$ cat src/rtl/core/utn_pkg.sv
package utn_pkg;

	localparam int WORD_DEPTH = 32;
	localparam int CNT_W = $clog2(WORD_DEPTH + 1);
	localparam int ADDR_W = $clog2(WORD_DEPTH > 1 ? WORD_DEPTH : 2);
	localparam logic [CNT_W-1:0] DEPTH_C = CNT_W'(WORD_DEPTH);

	localparam logic [7:0] CH_NUL    = 8'h00;
	localparam logic [7:0] CH_LPAR   = 8'h28;
	localparam logic [7:0] CH_RPAR   = 8'h29;
	localparam logic [7:0] CH_LBRK   = 8'h5b;
	localparam logic [7:0] CH_RBRK   = 8'h5d;
	localparam logic [7:0] CH_COLON  = 8'h3a;
	localparam logic [7:0] CH_SEMI   = 8'h3b;
	localparam logic [7:0] CH_QUEST  = 8'h3f;
	localparam logic [7:0] CH_EXCL   = 8'h21;
	localparam logic [7:0] CH_LF     = 8'h0a;
	localparam logic [7:0] CH_COMMA  = 8'h2c;
	localparam logic [7:0] CH_BSLASH = 8'h5c;
	localparam logic [7:0] CH_HASH   = 8'h23;
	localparam logic [7:0] CH_DASH   = 8'h2d;
	localparam logic [7:0] CH_SPACE  = 8'h20;
	localparam logic [7:0] CH_TAB    = 8'h09;
	localparam logic [7:0] CH_CR     = 8'h0d;
	localparam logic [7:0] CH_LOW_A  = 8'h61;
	localparam logic [7:0] CH_LOW_Z  = 8'h7a;
	localparam logic [7:0] CASE_GAP  = 8'h20;

	// Microcode step addresses.
	localparam int PC_W = 5;
	localparam logic [PC_W-1:0] P_IDLE    = PC_W'(0);
	localparam logic [PC_W-1:0] P_PICK    = PC_W'(1);
	localparam logic [PC_W-1:0] P_LA      = PC_W'(2);
	localparam logic [PC_W-1:0] P_AFTER   = PC_W'(3);
	localparam logic [PC_W-1:0] P_EOL     = PC_W'(4);
	localparam logic [PC_W-1:0] P_STORE   = PC_W'(5);
	localparam logic [PC_W-1:0] P_HANDLE  = PC_W'(6);
	localparam logic [PC_W-1:0] P_PUT     = PC_W'(7);
	localparam logic [PC_W-1:0] P_FL_HS   = PC_W'(8);
	localparam logic [PC_W-1:0] P_FL_RD   = PC_W'(9);
	localparam logic [PC_W-1:0] P_FL_EM   = PC_W'(10);
	localparam logic [PC_W-1:0] P_POSTFL  = PC_W'(11);
	localparam logic [PC_W-1:0] P_CHK_WS  = PC_W'(12);
	localparam logic [PC_W-1:0] P_SET_HS  = PC_W'(13);
	localparam logic [PC_W-1:0] P_WRITE   = PC_W'(14);
	localparam logic [PC_W-1:0] P_RET     = PC_W'(15);
	localparam logic [PC_W-1:0] P_EOLFL   = PC_W'(16);
	localparam logic [PC_W-1:0] P_FIN     = PC_W'(17);
	localparam logic [PC_W-1:0] P_END     = PC_W'(18);

	typedef enum logic [3:0] {
		OP_NONE,
		OP_ACCEPT,
		OP_LOAD_LA,
		OP_LOAD_CUR,
		OP_STORE_LA,
		OP_HANDLE,
		OP_EMIT_HS,
		OP_EMIT_WORD,
		OP_CLEAR,
		OP_SET_HS,
		OP_WRITE,
		OP_SET_FINAL,
		OP_FINISH,
		OP_END_RUN
	} op_t;

	typedef enum logic [3:0] {
		C_NEVER,
		C_ALWAYS,
		C_NO_INPUT,
		C_NO_LA,
		C_NOT_EOL,
		C_NOT_PUT,
		C_NO_FLUSH,
		C_RD_DONE,
		C_FINAL,
		C_P_NOT_WS,
		C_PASS_LA
	} cond_t;

	typedef struct packed {
		op_t             op;
		cond_t           cond;
		logic [PC_W-1:0] target;
	} ctl_t;

	function automatic logic is_ws(input logic [7:0] c);
		return (c == CH_SPACE) || ((c >= CH_TAB) && (c <= CH_CR));
	endfunction

	// The control program. A step jumps to its target when its condition
	// holds and otherwise falls through to the next step.
	function automatic ctl_t ucode(input logic [PC_W-1:0] pc);
		ctl_t w;
		unique case (pc)
			P_IDLE:   w = '{OP_ACCEPT,    C_NO_INPUT, P_IDLE};
			P_PICK:   w = '{OP_NONE,      C_NO_LA,    P_AFTER};
			P_LA:     w = '{OP_LOAD_LA,   C_ALWAYS,   P_HANDLE};
			P_AFTER:  w = '{OP_NONE,      C_NOT_EOL,  P_STORE};
			P_EOL:    w = '{OP_LOAD_CUR,  C_ALWAYS,   P_HANDLE};
			P_STORE:  w = '{OP_STORE_LA,  C_ALWAYS,   P_END};
			P_HANDLE: w = '{OP_HANDLE,    C_NOT_PUT,  P_RET};
			P_PUT:    w = '{OP_NONE,      C_NO_FLUSH, P_WRITE};
			P_FL_HS:  w = '{OP_EMIT_HS,   C_NEVER,    P_IDLE};
			P_FL_RD:  w = '{OP_NONE,      C_RD_DONE,  P_POSTFL};
			P_FL_EM:  w = '{OP_EMIT_WORD, C_ALWAYS,   P_FL_RD};
			P_POSTFL: w = '{OP_CLEAR,     C_FINAL,    P_FIN};
			P_CHK_WS: w = '{OP_NONE,      C_P_NOT_WS, P_WRITE};
			P_SET_HS: w = '{OP_SET_HS,    C_ALWAYS,   P_RET};
			P_WRITE:  w = '{OP_WRITE,     C_NEVER,    P_IDLE};
			P_RET:    w = '{OP_NONE,      C_PASS_LA,  P_AFTER};
			P_EOLFL:  w = '{OP_SET_FINAL, C_ALWAYS,   P_FL_HS};
			P_FIN:    w = '{OP_FINISH,    C_NEVER,    P_IDLE};
			P_END:    w = '{OP_END_RUN,   C_ALWAYS,   P_IDLE};
			default:  w = '{OP_NONE,      C_ALWAYS,   P_IDLE};
		endcase
		return w;
	endfunction

endpackage

$ cat src/rtl/core/utn_ram.sv
module utn_ram #(
	parameter int WIDTH = 8,
	parameter int DEPTH = 32
) (
	input  logic                                     clk,
	input  logic                                     we,
	input  logic [$clog2(DEPTH > 1 ? DEPTH : 2)-1:0] addr,
	input  logic [WIDTH-1:0]                         wdata,
	output logic [WIDTH-1:0]                         rdata
);

	logic [WIDTH-1:0] mem_q [DEPTH];

	always_ff @(posedge clk) begin
		if (we) begin
			mem_q[addr] <= wdata;
		end
		rdata <= mem_q[addr];
	end

endmodule

$ cat src/rtl/core/utterance_text_normalizer.sv
// Text line normaliser: takes one byte of a line per input word and returns
// the normalised bytes as output words. Brackets, colon, semicolon, question
// and exclamation marks, newline and zero bytes are dropped; comma and
// backslash become a space; text from one '#' to the next (or to the end of
// the line) is skipped; a..z are upper-cased; a '-' followed by whitespace
// discards the partial word and leaves a held space. Output is held back by
// one byte of lookahead, the last whitespace and a word store of WORD_DEPTH
// bytes, so an input word may cause no output word or a burst of them; the
// last word of each burst has last_of_run set and the last word of a line
// has line_done set, with char_valid low if the line produced nothing.
// The block handles one input word at a time under a small microcoded
// sequencer that runs one control step per cycle unless the output side
// stalls it; each byte flushed from the word store takes a read step and
// an emit step because the single-port store has a registered read port.
// The sequencer holds its step while the output side is stalled and waits in its idle step until an input word arrives.
module utterance_text_normalizer (
	input  logic       clk,
	input  logic       arst_n,
	input  logic       in_valid,
	output logic       in_ready,
	input  logic [7:0] in_char,
	input  logic       end_of_line,
	output logic       out_valid,
	input  logic       out_ready,
	output logic [7:0] out_char,
	output logic       char_valid,
	output logic       last_of_run,
	output logic       line_done
);

	import utn_pkg::*;

	ctl_t ctl;
	logic [PC_W-1:0] pc_q, pc_d;
	logic            take;
	logic            stall;

	logic [7:0]       cur_char_q;
	logic             eol_q;
	logic [7:0]       la_byte_q;
	logic             la_valid_q;
	logic             in_comment_q;
	logic [7:0]       hs_byte_q;
	logic             hs_valid_q;
	logic [CNT_W-1:0] count_q;
	logic [CNT_W-1:0] rd_idx_q;
	logic [7:0]       byte_q;
	logic [7:0]       nxt_q;
	logic [7:0]       p_q;
	logic             pass_q;
	logic             final_q;
	logic             any_q;

	logic [7:0] hold_char_q;
	logic       hold_cv_q;
	logic       hold_v_q;
	logic [7:0] out_char_q;
	logic       out_cv_q;
	logic       out_last_q;
	logic       out_done_q;
	logic       out_valid_q;

	logic       in_fire;
	logic       out_free;
	logic       emit_req;
	logic [7:0] emit_char;
	logic       emit_cv;
	logic       end_req;

	logic       cls_put;
	logic [7:0] cls_char;
	logic       cls_close;
	logic       cls_open;
	logic       cls_del;

	logic              ram_we;
	logic [ADDR_W-1:0] ram_addr;
	logic [7:0]        ram_rdata;

	assign ctl       = ucode(pc_q);
	assign in_ready  = (pc_q == P_IDLE);
	assign in_fire   = in_valid && in_ready;
	assign out_free  = !out_valid_q || out_ready;

	// Decode of the byte under handling.
	always_comb begin
		cls_put   = 1'b0;
		cls_char  = byte_q;
		cls_close = 1'b0;
		cls_open  = 1'b0;
		cls_del   = 1'b0;
		if (in_comment_q) begin
			cls_close = (byte_q == CH_HASH);
		end else if (byte_q == CH_NUL || byte_q == CH_LPAR || byte_q == CH_RPAR ||
				byte_q == CH_LBRK || byte_q == CH_RBRK || byte_q == CH_COLON ||
				byte_q == CH_SEMI || byte_q == CH_QUEST || byte_q == CH_EXCL ||
				byte_q == CH_LF) begin
			cls_put = 1'b0;
		end else if (byte_q == CH_COMMA || byte_q == CH_BSLASH) begin
			cls_put  = 1'b1;
			cls_char = CH_SPACE;
		end else if (byte_q == CH_HASH) begin
			cls_open = 1'b1;
		end else if (byte_q == CH_DASH) begin
			cls_del = is_ws(nxt_q);
			cls_put = !is_ws(nxt_q);
		end else begin
			cls_put = 1'b1;
			if (byte_q >= CH_LOW_A && byte_q <= CH_LOW_Z) begin
				cls_char = byte_q - CASE_GAP;
			end
		end
	end

	always_comb begin
		emit_req  = 1'b0;
		emit_char = hs_byte_q;
		emit_cv   = 1'b1;
		end_req   = 1'b0;
		unique case (ctl.op)
			OP_EMIT_HS: begin
				emit_req = hs_valid_q;
			end
			OP_EMIT_WORD: begin
				emit_req  = 1'b1;
				emit_char = ram_rdata;
			end
			OP_FINISH: begin
				emit_req  = !any_q;
				emit_char = CH_NUL;
				emit_cv   = 1'b0;
			end
			OP_END_RUN: begin
				end_req = hold_v_q;
			end
			default: begin
				emit_req = 1'b0;
			end
		endcase
		// A new result pushes the held one to the output register.
		stall = (emit_req && hold_v_q && !out_free) || (end_req && !out_free);
	end

	always_comb begin
		unique case (ctl.cond)
			C_NEVER:    take = 1'b0;
			C_ALWAYS:   take = 1'b1;
			C_NO_INPUT: take = !in_valid;
			C_NO_LA:    take = !la_valid_q;
			C_NOT_EOL:  take = !eol_q;
			C_NOT_PUT:  take = !cls_put;
			C_NO_FLUSH: take = !is_ws(p_q) && (count_q < DEPTH_C);
			C_RD_DONE:  take = (rd_idx_q >= count_q);
			C_FINAL:    take = final_q;
			C_P_NOT_WS: take = !is_ws(p_q);
			C_PASS_LA:  take = !pass_q;
			default:    take = 1'b1;
		endcase
		if (stall) begin
			pc_d = pc_q;
		end else if (take) begin
			pc_d = ctl.target;
		end else begin
			pc_d = pc_q + PC_W'(1);
		end
	end

	assign ram_we   = (ctl.op == OP_WRITE) && !stall;
	assign ram_addr = (ctl.op == OP_WRITE) ? count_q[ADDR_W-1:0] : rd_idx_q[ADDR_W-1:0];

	utn_ram #(
		.WIDTH(8),
		.DEPTH(WORD_DEPTH)
	) u_word_ram (
		.clk  (clk),
		.we   (ram_we),
		.addr (ram_addr),
		.wdata(p_q),
		.rdata(ram_rdata)
	);

	always_ff @(posedge clk or negedge arst_n) begin
		if (!arst_n) begin
			pc_q         <= P_IDLE;
			la_valid_q   <= 1'b0;
			in_comment_q <= 1'b0;
			hs_valid_q   <= 1'b0;
			count_q      <= '0;
			pass_q       <= 1'b0;
			final_q      <= 1'b0;
			any_q        <= 1'b0;
			hold_v_q     <= 1'b0;
		end else begin
			pc_q <= pc_d;
			if (!stall) begin
				unique case (ctl.op)
					OP_ACCEPT: begin
						if (in_fire) begin
							any_q <= 1'b0;
						end
					end
					OP_LOAD_LA: begin
						la_valid_q <= 1'b0;
						pass_q     <= 1'b0;
					end
					OP_LOAD_CUR: begin
						pass_q <= 1'b1;
					end
					OP_STORE_LA: begin
						la_valid_q <= 1'b1;
					end
					OP_HANDLE: begin
						if (cls_close) begin
							in_comment_q <= 1'b0;
						end
						if (cls_open) begin
							in_comment_q <= 1'b1;
						end
						if (cls_del) begin
							count_q    <= '0;
							hs_valid_q <= 1'b1;
						end
					end
					OP_EMIT_WORD: begin
						count_q <= count_q;
					end
					OP_CLEAR: begin
						hs_valid_q <= 1'b0;
						count_q    <= '0;
					end
					OP_SET_HS: begin
						hs_valid_q <= 1'b1;
					end
					OP_WRITE: begin
						count_q <= count_q + CNT_W'(1);
					end
					OP_SET_FINAL: begin
						final_q <= 1'b1;
					end
					OP_FINISH: begin
						in_comment_q <= 1'b0;
						final_q      <= 1'b0;
					end
					default: begin
						pass_q <= pass_q;
					end
				endcase
				if (emit_req) begin
					hold_v_q <= 1'b1;
					any_q    <= 1'b1;
				end else if (end_req) begin
					hold_v_q <= 1'b0;
				end
			end
		end
	end

	// Datapath registers that need no reset.
	always_ff @(posedge clk) begin
		if (!stall) begin
			unique case (ctl.op)
				OP_ACCEPT: begin
					if (in_fire) begin
						cur_char_q <= in_char;
						eol_q      <= end_of_line;
					end
				end
				OP_LOAD_LA: begin
					byte_q <= la_byte_q;
					nxt_q  <= cur_char_q;
				end
				OP_LOAD_CUR: begin
					byte_q <= cur_char_q;
					nxt_q  <= CH_NUL;
				end
				OP_STORE_LA: begin
					la_byte_q <= cur_char_q;
				end
				OP_HANDLE: begin
					p_q <= cls_char;
					if (cls_del) begin
						hs_byte_q <= CH_SPACE;
					end
				end
				OP_EMIT_HS: begin
					rd_idx_q <= '0;
				end
				OP_EMIT_WORD: begin
					rd_idx_q <= rd_idx_q + CNT_W'(1);
				end
				OP_SET_HS: begin
					hs_byte_q <= p_q;
				end
				default: begin
					p_q <= p_q;
				end
			endcase
			if (emit_req) begin
				hold_char_q <= emit_char;
				hold_cv_q   <= emit_cv;
			end
		end
	end

	// Output register: the held result moves here once the next result or
	// the end of the run shows whether it is the last of its burst.
	always_ff @(posedge clk or negedge arst_n) begin
		if (!arst_n) begin
			out_valid_q <= 1'b0;
		end else if (!stall && ((emit_req && hold_v_q) || end_req)) begin
			out_valid_q <= 1'b1;
		end else if (out_ready) begin
			out_valid_q <= 1'b0;
		end
	end

	always_ff @(posedge clk) begin
		if (!stall && ((emit_req && hold_v_q) || end_req)) begin
			out_char_q <= hold_char_q;
			out_cv_q   <= hold_cv_q;
			out_last_q <= end_req;
			out_done_q <= end_req && eol_q;
		end
	end

	assign out_valid   = out_valid_q;
	assign out_char    = out_char_q;
	assign char_valid  = out_cv_q;
	assign last_of_run = out_last_q;
	assign line_done   = out_done_q;

	a_count_bound: assert property (@(posedge clk) disable iff (!arst_n)
		count_q <= DEPTH_C)
		else $error("word count beyond store depth");

	a_write_room: assert property (@(posedge clk) disable iff (!arst_n)
		ram_we |-> (count_q < DEPTH_C))
		else $error("write into a full word store");

	a_idle_drained: assert property (@(posedge clk) disable iff (!arst_n)
		in_ready |-> !hold_v_q)
		else $error("new word taken with a result still held");

	a_done_last: assert property (@(posedge clk) disable iff (!arst_n)
		(out_valid && line_done) |-> last_of_run)
		else $error("end of line without end of burst");

	a_empty_result: assert property (@(posedge clk) disable iff (!arst_n)
		(out_valid && !char_valid) |-> (line_done && out_char == CH_NUL))
		else $error("empty result outside the end of a line");

endmodule

$ cat config.mk
export PLATFORM = sky130hd
export DESIGN_NAME = utterance_text_normalizer
export DESIGN_NICKNAME = d
export VERILOG_FILES = /design/src/rtl/core/utn_pkg.sv /design/src/rtl/core/utn_ram.sv /design/src/rtl/core/utterance_text_normalizer.sv
export SDC_FILE = /design/constraint.sdc
export NUM_CORES = 1
export LEC_CHECK = 0
export ABC_CLOCK_PERIOD_IN_PS = 3700
export BUFFER_PORTS_ARGS = -buffer_cell sky130_fd_sc_hd__buf_4
export CAP_MARGIN = 15
export CORE_MARGIN = 2
export CORE_UTILIZATION = 35
export CTS_BUF_LIST = sky130_fd_sc_hd__clkbuf_4 sky130_fd_sc_hd__clkbuf_8 sky130_fd_sc_hd__clkbuf_16
export DETAILED_ROUTE_END_ITERATION = 12
export GPL_ROUTABILITY_DRIVEN = 0
export GPL_TIMING_DRIVEN = 1
export MAX_ROUTING_LAYER = met4
export SLEW_MARGIN = 20
export SYNTH_ARGS = -nofsm -noshare
export SYNTH_HDL_FRONTEND = slang
export SYNTH_SLANG_ARGS = --single-unit
$ cat constraint.sdc
create_clock -name clk -period 3.7 [get_ports clk]
set_input_delay 0.555 -clock clk [delete_from_list [all_inputs] [get_ports clk]]
set_output_delay 0.555 -clock clk [all_outputs]
set_load 0.02 [all_outputs]
==> run summary <==
clock root buffer = clkbuf_16
Setup violations, final = 0
CTS Sinks = 358
mapped cell area = 17,400 µm²
post-route cell area = 20,400 µm²
H-tree Lvls = 2
CP startpoint kind = flop
initial DRC count = 1,820
Total Wirelength = 53,000 µm
Post-Syn Nets = 1,613
CP startpoint = pc_q[0]$_DFFE_PN0P_
#FFs+latches synth = 358
FP Rows = 81
Synth Flop Type = edfxtp_1
CTS buffer count = 40
largest net degree at the start of global routing = 98
first-pass GRT wire length = 79,100 µm
Clk Latency, worst-skew pair = 0.56 ns
HP Class = input pin to flop
Die Area = 51,500 µm²
Fin. Hold Viols = 0
critical path type = flop to flop
Tmin final = 3.53 ns
crit-path cells = inv_1 > ha_1 > inv_1 > o211a_2 > o32a_1 > buf_4 > o31a_1 > o22ai_1 > buf_4 > a31oi_1 > a2111oi_0 > nand4_1
pwr dens = 729 nW/µm²
share of layout cells above drive strength 1 = 0.153
Residual DRC = 0
crit share post-route = 0.954
area grow syn2layout = 17.3%
Final nets = 1,691
CTS Buffer Depth = 3
Area contributors post-synth = edfxtp_1 (57%), nand2_1 (7.6%), a21oi_1 (4.9%)
Max IR drop VDD = 0.424 mV
Post-synth EDFFs = 331
Yosys warnings = 0
status = finished clean
worst-path fanout max = 20
largest family of logic cells by synthesized area = compound AO/OA/AOI/OAI gates
max cap viols = 0
highest clock rate = 283 MHz
die height = 227 µm
Synth Area in XOR/XNOR = 0.00252
Initial Util = 0.355
cell count after synthesis = 1,584
worst relative slew slack = 0.419
CTS tree = done
Total GRT Usage = 0.210
detailed-route via count = 13.5k
pins over their slew limit = 0
unrepaired setup endpoints after global routing = no
fill count = 4,537
total gr overflow = 0
share of flip-flops with an asynchronous set or reset = 0.0531
mux contribution to synthesized area = 0.0302
drt pass-1 iters = 6
crit end category = flop
post-synthesis compound-gate area fraction = 0.168
WP data required = 4.12 ns
share of the synthesized area in the top cell type = 0.572
Detail Route Antenna Nets = 0
Worst R2R Start = pc_q[0]$_DFFE_PN0P_
Non-Filler Instances = 2,357
vias in the first global route = 12.8k
DP Area = 18,900 µm²
Yosys top cell by area = edfxtp_1
simple-gate area share of the yosys netlist = 0.150
initial antenna violation count = 0
Top Ports = 26
Adder-Cell Fraction of Synth Area = 0.0115
Worst Path Arrival = 3.95 ns
Yosys cell types = 75
min-delay src = end_of_line
Worst Tran Pin Value = 0.871 ns
post-DP HPWL = 33,400 µm
slowest stage delay, CP = 0.45 ns
Worst-path clk slew = 0.06 ns
CP max-delay cell = dfrtp_2
Via density = 5.73
cell count after placement = 2,274
clock skew = 0.0223 ns
Die Wd = 227 µm
PortBufs = 25
LEAKAGE = 7.36 nW
wire per inst = 22.5 µm
CORE AREA = 49,000 µm²
post-synthesis sequential area ratio = 0.608
Mapped Avg Cell Area = 11.0 µm²
==> layer usage <==
metal | routed length [µm] | GRT usage
met4 | 1870 | 0.0739
met5 | 0 | -
met3 | 4910 | 0.0352
met2 | 24800 | 0.326
met1 | 21500 | 0.279
==> synth_stat cells, types with 19 or more instances <==
cell type  number
nand2_1       353
edfxtp_1      331
a21oi_1       171
clkbuf_1       84
nor2_1         77
o21bai_1       72
a31oi_1        52
nand3_1        50
mux2i_1        33
o2111a_1       26
o21ai_0        26
nor3_1         21
inv_1          20
dfrtp_1        19
==> cell usage in the layout (no fill, tap or decap), types with 4 or more instances in the layout <==
cell type	netlist	final
mux2_2	15	15
nand3_1	50	49
nor2b_1	12	12
a21o_1	4	4
nand4_1	12	12
nand2b_1	5	5
and2_1	13	13
edfxtp_1	331	331
o21bai_1	72	72
a22o_1	9	9
mux2i_1	33	33
nand3b_1	4	4
dfxtp_1	8	8
a21oi_1	171	171
nor3_1	21	19
o2111a_1	26	26
nor2_1	77	75
buf_4	2	131
or3b_2	4	4
a311oi_1	7	7
inv_1	20	20
a31oi_1	52	52
clkinv_2	0	11
ha_1	16	16
o22ai_1	11	10
nand2_1	353	353
clkinv_1	1	5
a32oi_1	4	4
or3_1	7	7
o21ai_0	26	26
clkbuf_4	0	9
buf_12	0	5
dfrtp_1	19	17
o211ai_1	9	9
nor4_1	14	14
clkbuf_16	0	42
==> worst max-delay path, delay by kind of cell, from the launching register on <==
kind | cells | cell delay (ns)
AOI/OAI and AO/OA | 6 | 1.94
buffers and inverters | 4 | 0.67
DFF | 1 | 0.45
adders and majority gates | 1 | 0.19
and+or+nand+nor | 1 | 0.12
==> through the flow <==
| stage | hold WS [ns] | worst slack (ns) | utilization | total power (W) | TNS [ns] |
|---|---|---|---|---|---|
| 6_report | 0.180 | 0.170 | 0.416 | 0.0149 | 0 |
| 4_1_cts | 0.155 | 0.00379 | 0.414 | 0.0148 | 0 |
| 5_1_grt | 0.154 | 0.00196 | 0.416 | 0.0155 | 0 |
| 2_1_floorplan | 0.259 | 0.0534 | - | 0.00883 | 0 |
| 3_3_place_gp | 0.417 | -0.270 | 0.386 | 0.0107 | -0.622 |
| 3_5_place_dp | 0.411 | -0.364 | 0.386 | 0.0108 | -0.826 |
==> worst paths after layout <==
path | depth (start not counted) | slack [ns] | endpoint
max | 12 | 0.17 | u_word_ram.rdata[3]$_DFF_P_
max reg2reg | 12 | 0.17 | u_word_ram.rdata[3]$_DFF_P_
min reg2reg | 0 | 0.42 | out_char[3]$_DFFE_PP_
min | 1 | 0.18 | eol_q$_DFFE_PP_
max in group asynchronous | 2 | 3.03 | count_q[0]$_DFFE_PN0P_
min in group asynchronous | 2 | 0.42 | pc_q[1]$_DFFE_PN0P_
==> repair_timing <==
action	CTS	global route
pin swaps	1	3
endpoints found under the setup margin	7	39
resized for setup	7	10
hold buffers	1	0
endpoints found under the hold margin	19	0
gates cloned	1	2
buffers inserted	4	2
==> cell type report <==
class | instances | area (µm²) | share of cell area
multi-input combinational | 1097 | 6390 | 0.314
tap | 664 | 831 | 0.0408
sequential | 358 | 10600 | 0.519
timing repair buffer | 142 | 1200 | 0.0589
antenna | 1 | 2.50 | 0.000123
inverter | 23 | 87.6 | 0.00430
clock buffer | 50 | 1090 | 0.0537
clock inverter | 22 | 191 | 0.00939
==> registers in the layout (all words and copies together) (netlist names), 5 cells and up <==
signal            cells
pc_q                  5
la_byte_q             8
cur_char_q            8
hold_char_q           8
nxt_q                 8
out_char              8
p_q                   8
hs_byte_q             8
rd_idx_q              6
byte_q                8
count_q               6
u_word_ram.rdata      8
u_word_ram.mem_q    256
==> cells by family (layout without fill, tap and decap cells) <==
kind of cell / after synthesis / count (layout)
mux: 50 / 50
xor+xnor: 5 / 5
simple gates: 590 / 591
other cells: 0 / 1
fa+ha+maj: 16 / 16
buf+inv: 130 / 237
flops: 358 / 358
compound gates: 435 / 435
==> report_power, final <==
part           switching, W  internal (W)  total [W]  leakage, nW
logic               0.00357       0.00188    0.00544         3.42
registers          0.000375       0.00512    0.00550         3.30
clock network       0.00161       0.00231    0.00392        0.645
total               0.00555       0.00931     0.0149         7.36
Power figures use the tool's default switching activity.
